`config.mk`:
```
export PLATFORM = sky130hd
export DESIGN_NAME = delta_run_length_encoder_unit
export DESIGN_NICKNAME = d
export VERILOG_FILES = /design/src/drle_pkg.sv /design/src/drle_code_gen.sv /design/src/delta_run_length_encoder_unit.sv
export VERILOG_INCLUDE_DIRS = /design/src /design/src/src
export SDC_FILE = /design/constraint.sdc
export NUM_CORES = 1
export LEC_CHECK = 0
export BUFFER_PORTS_ARGS = -buffer_cell sky130_fd_sc_hd__buf_2
export CAP_MARGIN = 0
export CELL_PAD_IN_SITES_DETAIL_PLACEMENT = 0
export CELL_PAD_IN_SITES_GLOBAL_PLACEMENT = 2
export CORE_AREA = 2 2 95 97
export CTS_BUF_LIST = sky130_fd_sc_hd__clkbuf_8
export DETAILED_ROUTE_END_ITERATION = 12
export DIE_AREA = 0 0 97 99
export GPL_TIMING_DRIVEN = 0
export PLACE_DENSITY = 0.95
export SYNTH_ARGS = -nofsm -noshare
export SYNTH_HDL_FRONTEND = slang
export SYNTH_SLANG_ARGS = --single-unit
```
`constraint.sdc`:
```
create_clock -name clk_i -period 11.5 [get_ports clk_i]
set_clock_uncertainty 0.1 [all_clocks]
set_input_delay 0.575 -clock clk_i [delete_from_list [all_inputs] [get_ports clk_i]]
set_output_delay 0.575 -clock clk_i [all_outputs]
set_load 0.05 [all_outputs]
```
`src/delta_run_length_encoder_unit_defines.svh`:
```
// Assertion macros for the delta run-length encoder unit.
// Used by the top level only; it expects clk_i and rst_ni in scope.
`ifndef DELTA_RUN_LENGTH_ENCODER_UNIT_DEFINES_SVH
`define DELTA_RUN_LENGTH_ENCODER_UNIT_DEFINES_SVH

`ifndef SYNTH
// Check a property on every clock edge outside reset
`define DRLE_ASSERT(lbl, prop, msg) \
  lbl: assert property (@(posedge clk_i) disable iff (!rst_ni) (prop)) else $error(msg);
// Check that an antecedent implies a consequent in the same cycle
`define DRLE_ASSERT_IMPL(lbl, ante, cons, msg) \
  lbl: assert property (@(posedge clk_i) disable iff (!rst_ni) (ante) |-> (cons)) \
    else $error(msg);
// Check that an antecedent implies a consequent in the next cycle
`define DRLE_ASSERT_NEXT(lbl, ante, cons, msg) \
  lbl: assert property (@(posedge clk_i) disable iff (!rst_ni) (ante) |=> (cons)) \
    else $error(msg);
`else
`define DRLE_ASSERT(lbl, prop, msg)
`define DRLE_ASSERT_IMPL(lbl, ante, cons, msg)
`define DRLE_ASSERT_NEXT(lbl, ante, cons, msg)
`endif

`endif

```
`src/drle_pkg.sv`:
```
// Package for the delta run-length encoder unit: item types, code constants.
// No dependencies; used by every module of the block.
package drle_pkg;

  localparam int unsigned SampleW    = 8;
  localparam int unsigned CodeW      = 11;
  localparam int unsigned CodeLenW   = 4;
  localparam int unsigned RunW       = 3;
  localparam int unsigned MaxResults = 3;
  localparam int unsigned CntW       = 2;

  // Fixed code lengths
  localparam logic [CodeLenW-1:0] LenRaw   = 4'd8;
  localparam logic [CodeLenW-1:0] LenRun   = 4'd5;
  localparam logic [CodeLenW-1:0] LenLarge = 4'd11;
  localparam logic [CodeLenW-1:0] LenEnd   = 4'd2;

  // Prefixes
  localparam logic [1:0] PrefixRun   = 2'b01;
  localparam logic [1:0] PrefixLarge = 2'b10;
  localparam logic [1:0] PrefixEnd   = 2'b11;

  // Small delta class limits and offsets
  localparam logic [SampleW-1:0] Lim0 = 8'd2;
  localparam logic [SampleW-1:0] Lim1 = 8'd6;
  localparam logic [SampleW-1:0] Lim2 = 8'd14;
  localparam logic [SampleW-1:0] Lim3 = 8'd30;
  localparam logic [RunW-1:0]    RunFull = 3'd7;

  typedef struct packed {
    logic [SampleW-1:0] sample;
    logic               last_sample;
  } in_item_t;

  typedef struct packed {
    logic [CodeW-1:0]    code;
    logic [CodeLenW-1:0] code_length;
    logic                last_of_item;
    logic                end_of_stream;
  } out_item_t;

  typedef struct packed {
    logic [SampleW-1:0] prev;
    logic [RunW-1:0]    run;
    logic               first;
  } enc_state_t;

endpackage

```
`src/drle_code_gen.sv`:
```
// Code generator: turns one sample and the encoder state into up to three
// codes and the next state. Pure combinational; depends on drle_pkg.
module drle_code_gen import drle_pkg::*; (
  input  in_item_t                     item_i,
  input  enc_state_t                   state_i,
  output enc_state_t                   state_o,
  output out_item_t [MaxResults-1:0]   res_o,
  output logic [CntW-1:0]              res_cnt_o
);

  logic signed [SampleW:0] delta;
  logic        [SampleW-1:0] mag;
  logic                    neg;
  logic [SampleW-1:0]      idx;
  logic [CodeW-1:0]        small_code;
  logic [CodeLenW-1:0]     small_len;
  logic [CodeW-1:0]        main_code;
  logic [CodeLenW-1:0]     main_len;
  logic                    main_v;
  logic                    run_v;
  logic [RunW-1:0]         run_m1;
  logic [RunW-1:0]         run_next;
  out_item_t [MaxResults-1:0] cand;
  logic      [MaxResults-1:0] cand_v;
  logic [CntW-1:0]         slot;

  // Signed difference and its magnitude
  assign delta = $signed({1'b0, item_i.sample}) - $signed({1'b0, state_i.prev});
  assign neg   = delta[SampleW];
  assign mag   = neg ? SampleW'(-delta) : delta[SampleW-1:0];

  // Small delta: class, offset index and code
  always_comb begin
    idx        = '0;
    small_code = '0;
    small_len  = '0;
    priority if (mag <= Lim0) begin
      idx        = neg ? Lim0 - mag : mag + 8'd1;
      small_code = {9'd0, idx[1:0]};
      small_len  = 4'd6;
    end else if (mag <= Lim1) begin
      idx        = neg ? Lim1 - mag : mag + 8'd1;
      small_code = {6'd0, 2'd1, idx[2:0]};
      small_len  = 4'd7;
    end else if (mag <= Lim2) begin
      idx        = neg ? Lim2 - mag : mag + 8'd1;
      small_code = {5'd0, 2'd2, idx[3:0]};
      small_len  = 4'd8;
    end else begin
      idx        = neg ? Lim3 - mag : mag + 8'd1;
      small_code = {4'd0, 2'd3, idx[4:0]};
      small_len  = 4'd9;
    end
  end

  // Choose the main code and run handling
  always_comb begin
    main_v    = 1'b0;
    main_code = '0;
    main_len  = '0;
    run_v     = 1'b0;
    run_m1    = '0;
    run_next  = state_i.run;
    priority if (state_i.first) begin
      main_v    = 1'b1;
      main_code = {3'd0, item_i.sample};
      main_len  = LenRaw;
      run_next  = '0;
    end else if (delta == '0) begin
      if (state_i.run == RunFull) begin
        main_v    = 1'b1;
        main_code = {6'd0, PrefixRun, RunFull};
        main_len  = LenRun;
        run_next  = '0;
      end else begin
        run_next = state_i.run + 3'd1;
        // Flush the extended run at stream end
        if (item_i.last_sample) begin
          run_v  = 1'b1;
          run_m1 = state_i.run;
        end
      end
    end else begin
      // Send the pending run ahead of the delta code
      run_v    = (state_i.run != '0);
      run_m1   = state_i.run - 3'd1;
      run_next = '0;
      main_v   = 1'b1;
      if (mag <= Lim3) begin
        main_code = small_code;
        main_len  = small_len;
      end else begin
        main_code = {PrefixLarge, neg, mag};
        main_len  = LenLarge;
      end
    end
  end

  // Next state; stream end returns to reset values
  always_comb begin
    if (item_i.last_sample) begin
      state_o = '{prev: '0, run: '0, first: 1'b1};
    end else begin
      state_o = '{prev: item_i.sample, run: run_next, first: 1'b0};
    end
  end

  // Candidates in emission order: run, main, end
  always_comb begin
    cand_v = {item_i.last_sample, main_v, run_v};
    cand[0] = '{code: {6'd0, PrefixRun, run_m1}, code_length: LenRun,
                last_of_item: !main_v && !item_i.last_sample, end_of_stream: 1'b0};
    cand[1] = '{code: main_code, code_length: main_len,
                last_of_item: !item_i.last_sample, end_of_stream: 1'b0};
    cand[2] = '{code: {9'd0, PrefixEnd}, code_length: LenEnd,
                last_of_item: 1'b1, end_of_stream: 1'b1};
  end

  // Pack the valid candidates into consecutive slots
  always_comb begin
    res_o = '0;
    slot  = '0;
    for (int i = 0; i < MaxResults; i++) begin
      if (cand_v[i]) begin
        res_o[slot] = cand[i];
        slot        = slot + 2'd1;
      end
    end
    res_cnt_o = slot;
  end

endmodule

```
`src/delta_run_length_encoder_unit.sv`:
```
// Top level of the delta run-length encoder unit: state, result buffer.
// Depends on drle_pkg, drle_code_gen and the assertion macro header.
//
// Usage:
//   Input channel in_valid_i / in_stall_o / in_item_i carries one sample
//   and its last_sample flag. Output channel out_valid_o / out_stall_i /
//   out_item_o carries one variable-length code per item, MSB first,
//   right aligned in code, with code_length valid bits.
//   An accepted sample is coded in the same cycle; its codes (zero to
//   three) sit in a three-entry result buffer and appear one per cycle,
//   while the output is not stalled, from the next cycle on.
//   A sample is taken whenever the buffer will be empty after the current
//   cycle: one sample per cycle when each gives at most one code and the
//   output does not stall; a sample giving more codes holds the input
//   while the single output port drains the buffer.
//   A stall on the output holds the current code and, once the buffer is
//   not emptying, stalls the input.
//   Reset empties the buffer and starts a new stream: the next sample is
//   sent raw. A sample marked last ends the stream with the end code.
`include "delta_run_length_encoder_unit_defines.svh"

module delta_run_length_encoder_unit import drle_pkg::*; (
  input  logic      clk_i,
  input  logic      rst_ni,
  input  logic      in_valid_i,
  output logic      in_stall_o,
  input  in_item_t  in_item_i,
  output logic      out_valid_o,
  input  logic      out_stall_i,
  output out_item_t out_item_o
);

  enc_state_t                 state_q, state_d;
  out_item_t [MaxResults-1:0] buf_q, buf_d;
  out_item_t [MaxResults-1:0] res;
  logic [CntW-1:0]            cnt_q, cnt_d;
  logic [CntW-1:0]            res_cnt;
  logic                       in_acc;
  logic                       out_pop;

  drle_code_gen u_code_gen (
    .item_i    (in_item_i),
    .state_i   (state_q),
    .state_o   (state_d),
    .res_o     (res),
    .res_cnt_o (res_cnt)
  );

  // Handshake: take an item only when the buffer is empty after this cycle
  assign out_valid_o = (cnt_q != '0);
  assign out_item_o  = buf_q[0];
  assign out_pop     = out_valid_o && !out_stall_i;
  assign in_stall_o  = (cnt_q > 2'd1) || ((cnt_q == 2'd1) && out_stall_i);
  assign in_acc      = in_valid_i && !in_stall_o;

  // Load new results or advance the buffer
  always_comb begin
    buf_d = buf_q;
    cnt_d = cnt_q;
    if (in_acc) begin
      buf_d = res;
      cnt_d = res_cnt;
    end else if (out_pop) begin
      buf_d[0] = buf_q[1];
      buf_d[1] = buf_q[2];
      cnt_d    = cnt_q - 2'd1;
    end
  end

  // Control state
  always_ff @(posedge clk_i or negedge rst_ni) begin
    if (!rst_ni) begin
      state_q <= '{prev: '0, run: '0, first: 1'b1};
      cnt_q   <= '0;
    end else begin
      if (in_acc) begin
        state_q <= state_d;
      end
      cnt_q <= cnt_d;
    end
  end

  // Result payload, no reset
  always_ff @(posedge clk_i) begin
    buf_q <= buf_d;
  end

  // Assertions
  `DRLE_ASSERT_NEXT(a_last_restarts, in_acc && in_item_i.last_sample, state_q.first && (state_q.run == '0) && (state_q.prev == '0), "stream end did not restore reset state")
  `DRLE_ASSERT_IMPL(a_first_no_run, state_q.first, state_q.run == '0, "pending run while expecting a first sample")
  `DRLE_ASSERT_IMPL(a_eos_is_last, out_valid_o && out_item_o.end_of_stream, out_item_o.last_of_item, "end code not marked last of item")
  `DRLE_ASSERT_IMPL(a_last_at_tail, out_valid_o && out_item_o.last_of_item, cnt_q == 2'd1, "last code of item not at buffer tail")

endmodule

```
==> Yosys cells after proc, flatten, opt, wreduce, memory -nomap -nowiden <==
Index checks and enable logic that the tools add are counted.
{ "word_totals": {"reg_bits": 65, "in_bits": 13, "out_inout_bits": 19} }
{ "op_classes": {"n_addsub": 12, "n_lt_le_gt_ge": 9, "eq_ne": 2, "muxes": 49, "bitwise_logic": 3, "reduce_logical": 15} }
{ "op_table": {"columns": ["cell", "count"], "rows": [
  ["51-bit two-way mux", 2],
  ["17-bit demux with 2-bit select", 2],
  ["34-bit two-way mux", 2],
  ["11-bit two-way mux", 5],
  ["51-bit bitwise mux", 1],
  ["36-bit bitwise AND", 1],
  ["36-bit inverter", 1],
  ["17-bit two-way mux", 2],
  ["4-bit two-way mux", 7],
  ["3-bit two-way mux", 9],
  ["15-bit bitwise OR", 1],
  ["12-bit two-way mux", 1],
  ["10-bit two-way mux", 1],
  ["2-bit two-way mux", 5],
  ["9-bit logical NOT", 1],
  ["1-bit two-way mux", 9],
  ["8-bit by 8-bit subtractor with 9-bit output", 1],
  ["8-bit by 2-bit less-or-equal comparator with 1-bit output (second input constant)", 1],
  ["8-bit by 3-bit less-or-equal comparator with 1-bit output (second input constant)", 1],
  ["8-bit by 4-bit less-or-equal comparator with 1-bit output (second input constant)", 1],
  ["8-bit by 5-bit less-or-equal comparator with 1-bit output (second input constant)", 1],
  ["8-bit two-way mux", 1],
  ["8-bit negation", 1],
  ["7-bit two-way mux", 1],
  ["23 further kinds", 32]
]} }

==> Depth between registers and ports, before layout <==
Gate-level depths: netlist (run 1).
{ "depth": {"depth_word": 16, "mapped_depth": 17, "depth_no_buf": 15} }

==> By module <==
From an unflattened synthesis (run 1), not the netlist that was laid out.
{ "hier_totals": {"hier_cells": 452, "area_unflattened_um2": 4941.0} }
{ "by_module_without_submodules": {"columns": ["mod", "instances", "cells_per_inst", "area_per_inst_um2"], "rows": [
  ["delta_run_length_encoder_unit", 1, 148, 2875.3],
  ["drle_code_gen", 1, 304, 2065.7]
]} }

==> Least setup slack after synthesis (run 1) <==
Ideal clock, no wire load.
{ "synth_path": {"path_kind": "input -> register", "start": "input in_item_i[1] (netlist bit)", "end": "register buf_q[31] (netlist bit), data pin", "setup_ns": 0.170, "arrival_ns": 3.872, "required_time_ns": 11.230, "setup_slack_ns": 7.358, "stages": 17, "cell_sequence": "inv_1 > ha_1 > fa_1 > nand2b_2 > a21oi_4 > xnor2_2 > nor4_1 > nand4_1 > clkbuf_1 > or3_1 > inv_1 > ha_1 > nand2_1 > nand3_1 > or2_1 > buf_2 > nor4_2"} }
{ "synth_between": {"elab_chain_len": 15} }
{ "synth_lines": {"columns": ["element", "line", "text"], "rows": [
  ["from (decl)", "delta_run_length_encoder_unit.sv:27", "input in_item_t in_item_i,"],
  ["8-bit by 8-bit subtractor with 9-bit output (*)", "drle_code_gen.sv:28", "assign delta = $signed({1'b0, item_i.sample}) - $signed({1'b0, state_i.prev});"],
  ["branches (longest 12 deep; another with 8-bit negation)", null, null],
  ["51-bit two-way mux (*)", "drle_code_gen.sv:124", "if (cand_v[i]) begin"],
  ["34-bit two-way mux (*)", "delta_run_length_encoder_unit.sv:60", "if (in_acc) begin"],
  ["to (signal assigned)", "delta_run_length_encoder_unit.sv:85", "buf_q <= buf_d;"],
  ["to (decl)", "delta_run_length_encoder_unit.sv:34", "out_item_t [MaxResults-1:0] buf_q, buf_d;"]
]} }
Mark *: on every way between the ends.
A chain may end at the register's enable or synchronous reset.

==> Worst setup path after layout (run 1) <==
Same ends and word-level chain as after synthesis.

==> impl_metrics.env, run 1 <==
export IMPL_run_status="finished clean"
export IMPL_synthToLayoutAreaGrowth_pct=11.7
export IMPL_synth_nets=422
export IMPL_grt_pass1_vias=2773
export IMPL_rows=34
export IMPL_cts_buffers=5
export IMPL_grtUsageTotal_pct=18.3
export IMPL_rsz0062_at_grt="no"
export IMPL_end_kind="register"
export IMPL_path_class="input pin to register"
export IMPL_yosys_warnings=0
export IMPL_layout_commonest_cell="nand2_1"
export IMPL_synth_edf_count=33
export IMPL_portBuffers=30
export IMPL_setup_violations=0
export IMPL_dp_hpwl_um=6520
export IMPL_drt_pass1_iterations=4
export IMPL_route_detailed_drc=0
export IMPL_maxSlewViolCount=0
export IMPL_clk_path_buf_depth=2
export IMPL_syn_area_per_cell_um2=9.13
export IMPL_fin_crit_sh_pct=39.5
export IMPL_diodes=0
export IMPL_detail_route_wl_per_cell_um=15.9
export IMPL_die_w_um=97
export IMPL_grt_max_degree=33
export IMPL_htreeDepth=2
export IMPL_place_congestion=0.851
export IMPL_worstHoldPathType="input pin to async pin"
export IMPL_wl_met1_um=3940
export IMPL_vias_per_cell=5.41
export IMPL_core_um2=8550
export IMPL_floorplan_initialDensity_pct=41.3
export IMPL_final_hold_viol_count=0
export IMPL_cts_num_sinks=47
export IMPL_worstPathRequired_ps=11540
export IMPL_cts_tree="built"
export IMPL_synth_flop_cell="edfxtp_1"
export IMPL_max_freq_ghz=0.220
export IMPL_cts_setup_buffers=0
export IMPL_routed_via_count=2881
export IMPL_wl_met3_um=267
export IMPL_clock_latency_ps=310
export IMPL_n_fill_cell=841
export IMPL_cap_violations=0
export IMPL_final_cell_mix="nand2_1, nor2_1, o21ai_0, edfxtp_1, buf_2"
export IMPL_syn_inst=387
export IMPL_arrival_ps=4590
export IMPL_yosysSeqAreaShare_pct=38.0
export IMPL_antenna_found_initial=0
export IMPL_synth_seq_cells=47
export IMPL_tightest_slew_ps=959
export IMPL_grt_overflow_total=0
export IMPL_ys_types=69
export IMPL_max_slew_margin_rel_pct=35.8
export IMPL_wl_met2_um=4160
export IMPL_io_pins=32
export IMPL_die_area_um2=9600
export IMPL_chipHeight_um=99
export IMPL_fin_tns_setup_ps=0
export IMPL_ant_nets=0
export IMPL_critPathLaunchType="input pin"
export IMPL_async_flop_share_pct=29.8
export IMPL_cts_hold_buffers=0
export IMPL_drtIter0Drc=164
export IMPL_clk_pin_slew_ps=90
export IMPL_final_nets=459
export IMPL_path_max_fanout=10
export IMPL_topRoutingLayerUsed="met4"
export IMPL_period_minus_slack_ps=4550
export IMPL_cts_root_buf="clkbuf_8"
export IMPL_routed_wl_um=8500
export IMPL_grt_first_pass_wirelength_um=14300
export IMPL_synth_area_um2=3530
export IMPL_drive_above_1_share_pct=18.4
export IMPL_post_cts_resize_count=0
-- cells by family (layout without fill, tap and decap cells) --
| kind of cell | Yosys count | in the layout | share of synthesized area (%) |
|---|---|---|---|
| other cells | 1 | 1 | 0.106 |
| fa+ha+maj | 22 | 22 | 8.21 |
| xor+xnor | 17 | 17 | 4.64 |
| compound gates | 106 | 106 | 21.0 |
| mux | 4 | 4 | 1.13 |
| simple gates | 132 | 132 | 18.5 |
| flops | 47 | 47 | 38.0 |
| buf+inv | 58 | 96 | 8.35 |
-- worst paths after layout --
path / from / slack, ps / depth (start not counted) / end
setup / recovery: in_item_i[1] / 6950 / 17 / buf_q[31]
hold / removal: rst_ni / 50 / 1 / state_q[7]
setup reg to reg: state_q[4] / 7000 / 15 / buf_q[31]
hold reg to reg: state_q[4] / 400 / 2 / state_q[4]
max in group asynchronous: rst_ni / 10960 / 1 / state_q[0]
min in group clk_i: state_q[4] / 400 / 2 / state_q[4]
-- per-layer routing --
layer	vias up	track usage [%]
met3	9	1.99
met2	67	31.1
met5	-	0
met4	0	5.53
met1	1353	24.8
li1	1452	-
-- metrics by stage --
stage	instances	util, %	setup slack [ps]	hold slack, ps	instance area [um^2]
final	533	46.2	6950	45.9	3950
after global routing	533	46.2	6560	74.3	3950
after CTS	533	46.2	6990	58.4	3950
after detailed placement	525	44.8	6690	384	3830
after global placement	525	44.7	6690	366	3820
after floorplan	387	-	7360	179	3530
-- cell usage after synthesis, types with 8 or more instances --
| master | instances | area [um^2] |
|---|---|---|
| clkbuf_1 | 12 | 45.0 |
| a21o_1 | 8 | 60.1 |
| nand2_1 | 40 | 150 |
| buf_4 | 18 | 135 |
| inv_1 | 24 | 90.1 |
| ha_1 | 20 | 250 |
| xnor2_1 | 12 | 105 |
| nor2_1 | 38 | 143 |
| a21oi_1 | 14 | 70.1 |
| o21ai_0 | 35 | 175 |
| dfrtp_1 | 13 | 325 |
| nor3_1 | 8 | 40.0 |
| edfxtp_1 | 33 | 991 |
-- cell type report --
type | instances | area [um^2] | share of cell area, %
Inverter | 25 | 93.8 | 2.38
Tap cell | 108 | 135 | 3.42
Buffer | 33 | 201 | 5.10
Multi-Input combinational cell | 282 | 1910 | 48.3
Sequential cell | 47 | 1340 | 34.0
Clock inverter | 3 | 47.5 | 1.20
Timing Repair Buffer | 30 | 150 | 3.80
Clock buffer | 5 | 68.8 | 1.74
-- state kept, by name, indices dropped and copies added (netlist names) --
signal and count:
cnt_q 2, out_item_o 16, buf_q 17, state_q 12
-- worst max-delay path, cell delays in order --
cell and delay [ps]:
buf_2 100, inv_1 60, ha_1 230, fa_1 450, xor2_2 410, nand2_1 250, nor4_1 370, nand4_1 230
clkbuf_1 280, or3_1 460, inv_1 130, ha_1 230, nand2_1 90, nand3_1 160, or2_1 240, buf_2 180
nor4_2 140
Power of run 1 is left out: the tool's default activity adds up to more than one toggle a clock period on the data nets, which glitch-free logic cannot reach.
==> run 2, diff against run 1 <==
--- a/config.mk
+++ b/config.mk
@@ -10,12 +10,12 @@
 export CAP_MARGIN = 0
 export CELL_PAD_IN_SITES_DETAIL_PLACEMENT = 0
 export CELL_PAD_IN_SITES_GLOBAL_PLACEMENT = 2
-export CORE_AREA = 2 2 95 97
+export CORE_AREA = 2 2 99 101
 export CTS_BUF_LIST = sky130_fd_sc_hd__clkbuf_8
 export DETAILED_ROUTE_END_ITERATION = 12
-export DIE_AREA = 0 0 97 99
+export DIE_AREA = 0 0 101 103
 export GPL_TIMING_DRIVEN = 0
-export PLACE_DENSITY = 0.95
+export PLACE_DENSITY = 0.92
 export SYNTH_ARGS = -nofsm -noshare
 export SYNTH_HDL_FRONTEND = slang
 export SYNTH_SLANG_ARGS = --single-unit
==> constraint.sdc (replaced) <==
create_clock -name clk_i -period 4.5 [get_ports clk_i]
set_clock_uncertainty 0.1 [all_clocks]
set_input_delay 0.225 -clock clk_i [delete_from_list [all_inputs] [get_ports clk_i]]
set_output_delay 0.225 -clock clk_i [all_outputs]
set_load 0.05 [all_outputs]
==> run 2 against run 1 <==
Cell count grew 1.7%. Flip-flop and latch count stayed put. Design area rose by 1.7%. Register-to-register slack got worse by 6800 ps. Utilization decreased by 3.7 points. Critical endpoint unchanged. Largest cell class unchanged. Highest routed layer unchanged.
==> impl_metrics.env, run 2 (synthesis results as in run 1) <==
export IMPL_synthToLayoutAreaGrowth_pct=13.6
export IMPL_clk_path_buf_depth=2
export IMPL_fin_crit_sh_pct=95.4
export IMPL_die_w_um=101
export IMPL_clk_pin_slew_ps=90
export IMPL_htreeDepth=2
export IMPL_layout_commonest_cell="nand2_1"
export IMPL_rrSetupSlack_ps=210
export IMPL_arrival_ps=4330
export IMPL_io_pins=32
export IMPL_grtUsageTotal_pct=17.5
export IMPL_grt_overflow_total=0
export IMPL_rr_endpoint="buf_q[31]"
export IMPL_regToRegStartpoint="state_q[4]"
export IMPL_diodes=0
export IMPL_min_from="in_item_i[7]"
export IMPL_die_area_um2=10400
export IMPL_portBuffers=30
export IMPL_drive_above_1_share_pct=19.6
export IMPL_cts_buffers=5
export IMPL_grt_max_degree=33
export IMPL_path_class="register to register"
export IMPL_startpoint="state_q[4]"
export IMPL_regMostFlops="buf_q"
export IMPL_pre_cts_slack_ps=5.71
export IMPL_final_cell_mix="nand2_1, nor2_1, o21ai_0, edfxtp_1, buf_2"
export IMPL_critPathBufInv=3
export IMPL_chipHeight_um=103
export IMPL_worstPathRequired_ps=4540
export IMPL_grt_first_pass_wirelength_um=14300
export IMPL_rr_worst_depth=16
export IMPL_largest_register_ffs=17
export IMPL_worst_slack_ps=207
export IMPL_floorplan_initialDensity_pct=37.4
export IMPL_critical_path_cell_chain="ha_1 -> fa_2 -> nand2b_2 -> a21oi_4 -> xnor2_4 -> nor4_2 -> nand4_1 -> buf_4 -> or3_1 -> inv_1 -> ha_1 -> nand2_1 -> nand3_1 -> or2_1 -> buf_2 -> nor4_2"
export IMPL_final_nets=462
export IMPL_drtIter0Drc=179
export IMPL_cp_depth=16
export IMPL_ant_nets=0
export IMPL_critPathLaunchType="register"
export IMPL_dp_hpwl_um=6740
export IMPL_cts_root_buf="clkbuf_8"
export IMPL_cts_num_sinks=47
export IMPL_path_max_fanout=10
export IMPL_maxSlewViolCount=0
export IMPL_antenna_found_initial=0
export IMPL_routed_via_count=2920
export IMPL_grt_pass1_vias=2761
export IMPL_tightest_slew_ps=986
export IMPL_routed_wl_um=8780
export IMPL_path_delay_family="simple AND/OR/NAND/NOR gates"
export IMPL_hold_end="state_q[10]"
export IMPL_max_freq_ghz=0.233
export IMPL_final_hold_viol_count=0
export IMPL_place_congestion=0.873
export IMPL_vias_per_cell=5.39
export IMPL_core_um2=9460
export IMPL_drt_pass1_iterations=5
export IMPL_max_slew_margin_rel_pct=34.0
export IMPL_end_kind="register"
export IMPL_cts_tree="built"
export IMPL_clock_latency_ps=300
export IMPL_cap_violations=0
export IMPL_rows=36
export IMPL_detail_route_wl_per_cell_um=16.2
export IMPL_worstHoldPathType="input pin to register"
export IMPL_route_detailed_drc=0
export IMPL_period_minus_slack_ps=4290
export IMPL_setup_violations=0
export IMPL_post_route_util_pct=42.4
export IMPL_slowest_stage="fa_2"
export IMPL_worstHoldPathCells=3
export IMPL_run_status="finished clean"
export IMPL_cpPeakStageDelay_ps=410
==> run 2: layout make-up <==
| cell class | instances | area [um^2] |
|---|---|---|
| clock inverters | 3 | 43.8 |
| flip-flops and latches | 47 | 1340 |
| plain buffers | 33 | 205 |
| multi-input cells | 282 | 1940 |
| inverters | 25 | 93.8 |
| well taps | 114 | 143 |
| repair buffers | 33 | 175 |
| fillers | 946 | 5440 |
| clock buffers | 5 | 68.8 |
==> run 2: per-layer routing <==
| metal | track usage [%] | routed length, um | vias up |
|---|---|---|---|
| met1 | 23.1 | 3920 | 1387 |
| li1 | - | - | 1453 |
| met3 | 1.63 | 327 | 8 |
| met4 | 4.68 | 125 | 0 |
| met2 | 30.9 | 4400 | 72 |
| met5 | 0 | 0 | - |
==> run 2: timing repair <==
action                                 in CTS  in global routing
gates resized for setup                     2                  8
pin swaps                                   0                  2
hold buffers                                1                  0
setup endpoints to repair                   2                 22
endpoints found under the hold margin      14                  0
setup buffers                               0                  2
==> run 2: worst max-delay path by stage <==
stage / endpoint / slack, ps
6_report: buf_q[31] / 210
3_5_place_dp: buf_q[31] / 6
3_3_place_gp: buf_q[31] / 8
5_1_grt: buf_q[33] / -30
4_1_cts: buf_q[31] / 40
2_1_floorplan: buf_q[31] / 620
==> run 2: metrics by stage <==
stage	hold slack [ps]	setup TNS (ps)	instances	instance area [um^2]
finish	120	0	542	4020
global route	135	-32.4	542	4020
detailed placement	37.7	0	531	3840
global placement	35.1	0	531	3830
CTS	119	0	540	3980
floorplan	-171	0	387	3530
==> run 2: tightest hold or removal path, cell delays in order <==
cell      delay, ps
buf_2           120
nand3b_1         70
o21ai_0          60
Power of run 2 is left out for the same reason.
